**config.mk**
```make
export PLATFORM = sky130hd
export DESIGN_NAME = coalescing_event_queue
export DESIGN_NICKNAME = d
export VERILOG_FILES = /design/src/hdl/ceq_pkg.sv /design/src/hdl/ceq_cell.sv /design/src/hdl/coalescing_event_queue.sv
export SDC_FILE = /design/constraint.sdc
export NUM_CORES = 2
export LEC_CHECK = 0
export BUFFER_PORTS_ARGS = -buffer_cell sky130_fd_sc_hd__clkbuf_2
export CAP_MARGIN = 20
export CORE_UTILIZATION = 45
export CTS_CLUSTER_DIAMETER = 30
export DETAILED_ROUTE_END_ITERATION = 10
export MAX_ROUTING_LAYER = met4
export PLACE_DENSITY = 0.58
export SYNTH_ARGS = -nofsm -noshare
export SYNTH_HDL_FRONTEND = slang
export SYNTH_SLANG_ARGS = --single-unit
```
**constraint.sdc**
```tcl
create_clock -name i_clk -period 14.04 [get_ports i_clk]
set_input_delay 2.106 -clock i_clk [delete_from_list [all_inputs] [get_ports i_clk]]
set_output_delay 2.106 -clock i_clk [all_outputs]
set_load 0.02 [all_outputs]
```
**src/hdl/ceq_pkg.sv**
```systemverilog
// Shared types and constants for the coalescing event queue.
// No dependencies; used by ceq_cell, coalescing_event_queue, ceq_checker, ceq_scoreboard and the testbench.
package ceq_pkg;

    localparam int TIME_BITS  = 32;
    localparam int GAP_BITS   = 16;
    localparam int LIMIT_BITS = 6;
    localparam int CFG_IDX_BITS  = 8;
    localparam int CFG_DATA_BITS = 16;

    localparam logic [GAP_BITS-1:0]   RATE_GAP_RESET    = GAP_BITS'(150);
    localparam logic [LIMIT_BITS-1:0] QUEUE_LIMIT_RESET = LIMIT_BITS'(30);

    // configuration register indexes
    localparam logic [CFG_IDX_BITS-1:0] CFG_RATE_GAP    = CFG_IDX_BITS'(0);
    localparam logic [CFG_IDX_BITS-1:0] CFG_QUEUE_LIMIT = CFG_IDX_BITS'(1);

    // command codes carried in tuser
    localparam logic CMD_POST = 1'b0;
    localparam logic CMD_SEND = 1'b1;

    // per-cycle control broadcast to every cell
    typedef struct packed {
        logic shift;     // every cell takes its right neighbor's contents
        logic coalesce;  // first matching cell takes the new value and time
    } t_cell_ctl;

endpackage

```
**src/hdl/ceq_cell.sv**
```systemverilog
// One queue slot: topic, value and queued time, plus the registered topic match.
// Depends on ceq_pkg. Instantiated in a row by coalescing_event_queue.
module ceq_cell #(
    parameter int TOPIC_BITS = 8,
    parameter int VALUE_BITS = 32
) (
    input  logic                           i_clk,
    input  logic                           i_load,       // item transfer: latch compare
    input  logic                           i_valid,      // slot is below the fill count
    input  logic [TOPIC_BITS-1:0]          i_cmp_topic,
    input  ceq_pkg::t_cell_ctl             i_ctl,
    input  logic                           i_app_sel,    // append lands in this slot
    input  logic                           i_hit_before, // a slot to the left matched
    output logic                           o_hit_before,
    input  logic [TOPIC_BITS-1:0]          i_new_topic,
    input  logic [VALUE_BITS-1:0]          i_new_value,
    input  logic [ceq_pkg::TIME_BITS-1:0]  i_new_time,
    input  logic [TOPIC_BITS-1:0]          i_nbr_topic,
    input  logic [VALUE_BITS-1:0]          i_nbr_value,
    input  logic [ceq_pkg::TIME_BITS-1:0]  i_nbr_time,
    output logic [TOPIC_BITS-1:0]          o_topic,
    output logic [VALUE_BITS-1:0]          o_value,
    output logic [ceq_pkg::TIME_BITS-1:0]  o_time
);
    import ceq_pkg::*;

    logic [TOPIC_BITS-1:0] r_topic;
    logic [VALUE_BITS-1:0] r_value;
    logic [TIME_BITS-1:0]  r_time;
    logic                  r_match;
    logic                  n_wr;

    assign o_hit_before = i_hit_before | r_match;
    assign n_wr = i_ctl.coalesce ? (r_match & ~i_hit_before) : i_app_sel;

    always_ff @(posedge i_clk) begin
        if (i_load) begin
            r_match <= i_valid && (r_topic == i_cmp_topic);
        end
        if (n_wr) begin
            r_topic <= i_new_topic;
            r_value <= i_new_value;
            r_time  <= i_new_time;
        end else if (i_ctl.shift) begin
            r_topic <= i_nbr_topic;
            r_value <= i_nbr_value;
            r_time  <= i_nbr_time;
        end
    end

    assign o_topic = r_topic;
    assign o_value = r_value;
    assign o_time  = r_time;

endmodule

```
**src/hdl/coalescing_event_queue.sv**
```systemverilog
// Coalescing event queue with send rate limit: top level, a row of ceq_cell slots.
// Depends on ceq_pkg and ceq_cell.
//
//  channel   | direction | handshake                      | payload
//  s_axis    | in        | i_s_axis_tvalid/o_s_axis_tready | tdata fields, tuser command
//  m_axis    | out       | o_m_axis_tvalid/i_m_axis_tready | tdata result fields
//  cfg       | in        | i_cfg_valid/o_cfg_ready         | i_cfg_index, i_cfg_data
//
// The transfer cycle latches the item while every slot compares its topic; the
// later update cycle picks the first match and updates the slots.
// One item is in work at a time; the result register lets the next item in
// while a result waits. A full result register holds the update cycle.
// Reset (synchronous, active low) empties the queue and restores the registers;
// slot contents are not cleared. Config writes are taken in every cycle.
module coalescing_event_queue #(
    parameter int DEPTH      = 32,
    parameter int TOPIC_BITS = 8,
    parameter int VALUE_BITS = 32
) (
    input  logic i_clk,
    input  logic i_rst_n,
    // [TOPIC-1:0] topic, then event_value, now_ms, link_ready, zero fill
    input  logic [((TOPIC_BITS+VALUE_BITS+ceq_pkg::TIME_BITS+1+7)/8)*8-1:0] i_s_axis_tdata,
    input  logic i_s_axis_tuser,   // [0] command
    input  logic i_s_axis_tvalid,
    output logic o_s_axis_tready,
    // sent, sent_topic, sent_value, age_ms, coalesced, dropped_oldest, occupancy
    output logic [((TOPIC_BITS+VALUE_BITS+ceq_pkg::TIME_BITS+3+$clog2(DEPTH+1)+7)/8)*8-1:0]
                 o_m_axis_tdata,
    output logic o_m_axis_tvalid,
    input  logic i_m_axis_tready,
    input  logic                               i_cfg_valid,
    output logic                               o_cfg_ready,
    input  logic [ceq_pkg::CFG_IDX_BITS-1:0]   i_cfg_index,
    input  logic [ceq_pkg::CFG_DATA_BITS-1:0]  i_cfg_data
);
    import ceq_pkg::*;

    localparam int CW     = $clog2(DEPTH+1);
    localparam int IW     = $clog2(DEPTH);
    localparam int CMPW   = (CW > LIMIT_BITS) ? CW : LIMIT_BITS;
    localparam int OUT_RAW = TOPIC_BITS+VALUE_BITS+TIME_BITS+3+CW;
    localparam int OUT_W  = ((OUT_RAW+7)/8)*8;
    localparam int IN_VAL = TOPIC_BITS;
    localparam int IN_NOW = IN_VAL + VALUE_BITS;
    localparam int IN_LNK = IN_NOW + TIME_BITS;
    localparam logic [CMPW-1:0] DEPTH_C = CMPW'(DEPTH);
    localparam logic [CW-1:0]   DEPTH_N = CW'(DEPTH);

    // item latched at transfer
    logic                  r_busy;
    logic                  r_cmd;
    logic [TOPIC_BITS-1:0] r_topic;
    logic [VALUE_BITS-1:0] r_value;
    logic [TIME_BITS-1:0]  r_now;
    logic                  r_link;

    logic [CW-1:0]         r_count;
    logic [TIME_BITS-1:0]  r_last_send;
    logic [GAP_BITS-1:0]   r_gap;
    logic [LIMIT_BITS-1:0] r_limit;

    logic                  r_out_valid;
    logic [OUT_W-1:0]      r_out_data;

    logic                  w_load;
    logic                  w_go;
    t_cell_ctl             w_ctl;
    logic [DEPTH-1:0]      w_app_sel;
    logic [DEPTH:0]        w_hit;
    logic [TOPIC_BITS-1:0] w_topic [DEPTH];
    logic [VALUE_BITS-1:0] w_value [DEPTH];
    logic [TIME_BITS-1:0]  w_time  [DEPTH];

    logic [CMPW-1:0]       n_limit_eff;
    logic [CMPW-1:0]       n_count_ext;
    logic                  n_hit;
    logic                  n_drop;
    logic                  n_append;
    logic [IW-1:0]         n_app_idx;
    logic                  n_send_ok;
    logic [TIME_BITS-1:0]  n_since;
    logic [CW-1:0]         n_count;
    logic [OUT_W-1:0]      n_out_data;

    assign o_s_axis_tready = !r_busy;
    assign o_cfg_ready     = 1'b1;
    assign w_load = i_s_axis_tvalid && !r_busy;
    assign w_go   = r_busy && (!r_out_valid || i_m_axis_tready);

    assign w_hit[0] = 1'b0;

    for (genvar g = 0; g < DEPTH; g++) begin : g_cell
        localparam int NB = (g == DEPTH-1) ? g : g + 1;
        ceq_cell #(
            .TOPIC_BITS (TOPIC_BITS),
            .VALUE_BITS (VALUE_BITS)
        ) u_cell (
            .i_clk        (i_clk),
            .i_load       (w_load),
            .i_valid      (CW'(g) < r_count),
            .i_cmp_topic  (i_s_axis_tdata[TOPIC_BITS-1:0]),
            .i_ctl        (w_ctl),
            .i_app_sel    (w_app_sel[g]),
            .i_hit_before (w_hit[g]),
            .o_hit_before (w_hit[g+1]),
            .i_new_topic  (r_topic),
            .i_new_value  (r_value),
            .i_new_time   (r_now),
            .i_nbr_topic  (w_topic[NB]),
            .i_nbr_value  (w_value[NB]),
            .i_nbr_time   (w_time[NB]),
            .o_topic      (w_topic[g]),
            .o_value      (w_value[g]),
            .o_time       (w_time[g])
        );
        assign w_app_sel[g] = w_go && n_append && (n_app_idx == IW'(g));
    end

    always_comb begin
        n_limit_eff = CMPW'(r_limit);
        if (n_limit_eff > DEPTH_C) begin
            n_limit_eff = DEPTH_C;
        end
        n_count_ext = CMPW'(r_count);
        n_hit    = w_hit[DEPTH];
        n_since  = r_now - r_last_send;
        n_drop   = 1'b0;
        n_append = 1'b0;
        n_app_idx = IW'(r_count);
        n_send_ok = 1'b0;
        n_count  = r_count;
        w_ctl    = '0;
        n_out_data = '0;
        if (r_cmd == CMD_POST) begin
            if (n_hit) begin
                w_ctl.coalesce = w_go;
            end else begin
                n_drop = (n_count_ext >= n_limit_eff) && (r_count != '0);
                n_append = n_drop || (r_count != DEPTH_N);
                if (n_drop) begin
                    n_app_idx = IW'(r_count - CW'(1));
                end else if (n_append) begin
                    n_count = r_count + CW'(1);
                end
                w_ctl.shift = w_go && n_drop;
            end
            n_out_data[OUT_RAW-CW-2] = n_hit;
            n_out_data[OUT_RAW-CW-1] = n_drop;
        end else begin
            n_send_ok = r_link && (r_count != '0) &&
                        (n_since >= TIME_BITS'(r_gap));
            if (n_send_ok) begin
                n_count = r_count - CW'(1);
                n_out_data[0] = 1'b1;
                n_out_data[TOPIC_BITS:1] = w_topic[0];
                n_out_data[TOPIC_BITS+VALUE_BITS:TOPIC_BITS+1] = w_value[0];
                n_out_data[OUT_RAW-CW-3:TOPIC_BITS+VALUE_BITS+1] = r_now - w_time[0];
            end
            w_ctl.shift = w_go && n_send_ok;
        end
        n_out_data[OUT_RAW-1:OUT_RAW-CW] = n_count;
    end

    always_ff @(posedge i_clk) begin
        if (!i_rst_n) begin
            r_busy      <= 1'b0;
            r_out_valid <= 1'b0;
            r_count     <= '0;
            r_last_send <= '0;
            r_gap       <= RATE_GAP_RESET;
            r_limit     <= QUEUE_LIMIT_RESET;
        end else begin
            if (w_load) begin
                r_busy <= 1'b1;
            end else if (w_go) begin
                r_busy <= 1'b0;
            end
            if (w_go) begin
                r_out_valid <= 1'b1;
                r_count     <= n_count;
                if (n_send_ok) begin
                    r_last_send <= r_now;
                end
            end else if (i_m_axis_tready) begin
                r_out_valid <= 1'b0;
            end
            if (i_cfg_valid) begin
                case (i_cfg_index)
                    CFG_RATE_GAP:    r_gap   <= i_cfg_data[GAP_BITS-1:0];
                    CFG_QUEUE_LIMIT: r_limit <= i_cfg_data[LIMIT_BITS-1:0];
                    default: ;
                endcase
            end
        end
    end

    // payload registers
    always_ff @(posedge i_clk) begin
        if (w_load) begin
            r_cmd   <= i_s_axis_tuser;
            r_topic <= i_s_axis_tdata[TOPIC_BITS-1:0];
            r_value <= i_s_axis_tdata[IN_NOW-1:IN_VAL];
            r_now   <= i_s_axis_tdata[IN_LNK-1:IN_NOW];
            r_link  <= i_s_axis_tdata[IN_LNK];
        end
        if (w_go) begin
            r_out_data <= n_out_data;
        end
    end

    assign o_m_axis_tvalid = r_out_valid;
    assign o_m_axis_tdata  = r_out_data;

endmodule

```
==> qor.yml <==
min_path_type: "reg2reg"
syn_avg_cell_area_sq_um: 16.58
cts_buffers: 539
hold_viol: 0
maxCapViolCount: 0
maxSlewViolCount: 0
synth-seq-area-share_pct: 66.81
cp_max_fo: 40
p_per_area_nw_per_um2: 157.1
antenna_left: 0
overflow: 0
fin_total_pwr_mw: 21.43
coreArea_sq_um: 251400
fin_crit_sh_pct: 60.18
cts_tree: "done"
drive_above_1_share_pct: 44.32
path_class: "reg2reg"
stdcell_count: 10997
arrival_ns: 8.92
cts_buffer_depth: 4
clk_pin_slew_ns: 0.05
cts_max_level: 6
fp.dieW_um: 504.9
worst_hold_slack_ns: 0.4556
vias: 61106
setup-tns-final_ns: 0
viasPerCell: 5.557
vdd_drop_max_uv: 108.6
wl_per_cell_um: 25.90
ctsHoldBuffers: 0
rsz0062_at_grt: "false"
rr_endpoint: "g_cell[0].u_cell.o_value[11]"
synth-edff-count: 2491
rr_worst_depth: 28
grt_pass1_wl_um: 426600
fill_cells: 20009
cp-end-kind: "flop"
antenna_found_initial: 4
synth_top_area_share_pct: 65.72
nNetsFinal: 7421
skew_ns: 0.09038
hpwl_um: 163800
syn_area_sq_um: 113800
grtUsageTotal_pct: 22.95
yosys.area.top_type: "edfxtp_1"
fmax_mhz: 118.4
run_status: "complete, but fails checks"
io_buffers: 185
r2r_slack_ns: 5.59
drc: 68
synthArstFlopShare_pct: 0
root_buffer: "clkbuf_16"
gp_congestion: 0.8625
clock-sinks: 2553
dominantRegCellSynth: "edfxtp_1"
die_h_um: 504.9
grt_pass1_vias: 64244
grt_max_degree: 75
io_pins: 201
synth-seq-cells: 2553
synth_area_leaders: "edfxtp_1 (66%), mux2_2 (21%), xnor2_1 (1.5%)"
cp-startpoint: "r_now[0]"
die-area_sq_um: 254900
setup_viol: 0
slew_headroom_pct: 21.44
final_common_cell: "edfxtp_1"
drt-pass1-iter-count: 10
cellLeakagePower_nw: 46.15
max_stage_delay_ns: 0.60
drt-total-wl_um: 284800
synthCells: 6863
initial_utilization_pct: 45.27
row_count: 184
synthDistinctLibCells: 86
drt_iter0_drc: 4215
final_util_pct: 54.28
reg2reg_from: "r_now[0]"
cts_resized: 0
violations: "DRC"
required_ns: 14.51
worstSetupStartpointType: "flop"
clk_latency_ns: 0.92
crit_top_cell: "buf_4"
yosysWarnings: 0
dp.cells: 10021
area_growth_pct: 19.89
endpoint: "g_cell[0].u_cell.o_value[11]"
cts_setup_buffers: 0
tightest_slew_ns: 1.178
cpMaxStageDelayCell: "buf_4"
final_cell_mix: "edfxtp_1 (2491), mux2_2 (2117), clkbuf_16 (549)"
period_needed_ns: 8.449
-- where the power goes --
group / switching (mW) / internal [mW]
clock network: 4.12 / 8.24
registers: 0.0684 / 8.41
logic: 0.410 / 0.191
-- through the flow --
stage          instance area, sq um  worst slack, ns
2_1_floorplan                113800            5.433
3_3_place_gp                 118400            5.518
3_5_place_dp                 118400            5.518
4_1_cts                      136200            5.420
5_1_grt                      136500            5.087
6_report                     136500            5.591
-- cells by family (layout without fill, tap and decap cells) --
logic type | after synthesis | count (layout) | synth area share, %
muxes | 2248 | 2248 | 22.24
adders and majority gates | 89 | 89 | 0.9915
buffers and inverters | 670 | 1448 | 2.551
xor gates and xnor gates | 298 | 298 | 2.293
AOI/OAI and AO/OA | 366 | 366 | 2.214
and+or+nand+nor | 637 | 637 | 2.899
DFF | 2553 | 2553 | 66.81
other | 2 | 10 | 0.006598
-- worst min-delay path by stage --
| stage | cells past startpoint | slack [ns] | from | end |
|---|---|---|---|---|
| 2_1_floorplan | 0 | 0.42 | r_now[0] | g_cell[31].u_cell.o_time[0] |
| 6_report | 2 | 0.46 | r_last_send[25] | r_last_send[25] |
| 3_5_place_dp | 2 | 0.45 | r_last_send[28] | r_last_send[28] |
| 3_3_place_gp | 2 | 0.45 | r_last_send[16] | r_last_send[16] |
| 5_1_grt | 2 | 0.47 | r_last_send[20] | r_last_send[20] |
| 4_1_cts | 2 | 0.46 | r_last_send[25] | r_last_send[25] |
-- synthesized netlist by cell type (8+ instances only) --
library cell and n:
ha_1 87, xnor2_1 199, nand2_1 135, o21a_1 17
nand3_1 77, a21oi_1 67, nor3_1 83, xor2_1 99
nor2b_1 30, o21ai_2 8, o21ai_0 94, o31ai_1 9
and3_1 9, nand4_1 53, a211oi_1 18, and2_1 47
a21o_1 30, nand2b_1 30, mux2_2 2117, clkbuf_1 294
buf_1 23, mux2i_1 23, dfxtp_1 62, edfxtp_1 2491
or3_1 13, mux2_1 106, buf_4 36, inv_1 112
buf_2 202, nor2_1 94, o21bai_1 11, a32o_1 8
o211ai_1 14, nor4_1 34
-- area by class of cell --
type	count	area, sq um	area share, %
diodes	2	5.005	0.003668
clock buffers	626	14080	10.32
clock inverters	340	3732	2.735
inverters	115	437.9	0.3209
multi-input cells	3646	35470	26.00
flip-flops and latches	2553	76040	55.73
well taps	3348	4189	3.070
repair buffers	367	2500	1.832
-- registers in the layout, summed over array words and instances (netlist names), 32 cells and up --
name,count
r_value,32
g_cell.u_cell.o_value,1024
r_now,32
r_last_send,32
g_cell.u_cell.r_match,32
g_cell.u_cell.o_time,1024
o_m_axis_tdata,81
g_cell.u_cell.o_topic,256
-- critical path: cells and delay by family, from the launching register on --
| family | cells | cell delay (ns) |
|---|---|---|
| compound gates | 9 | 1.87 |
| xor+xnor | 1 | 0.14 |
| buf+inv | 6 | 2.16 |
| fa+ha+maj | 3 | 0.92 |
| simple gates | 9 | 2.40 |
| flops | 1 | 0.35 |
-- routing by layer --
metal	wire (um)	share of wire, %	global-route usage, %
met1	123900	43	29.38
met4	6989	2.5	6.607
met3	12200	4.3	3.227
met2	141800	50	38.01
met5	0	0	-
No activity file was read; power rests on OpenSTA's default activity.
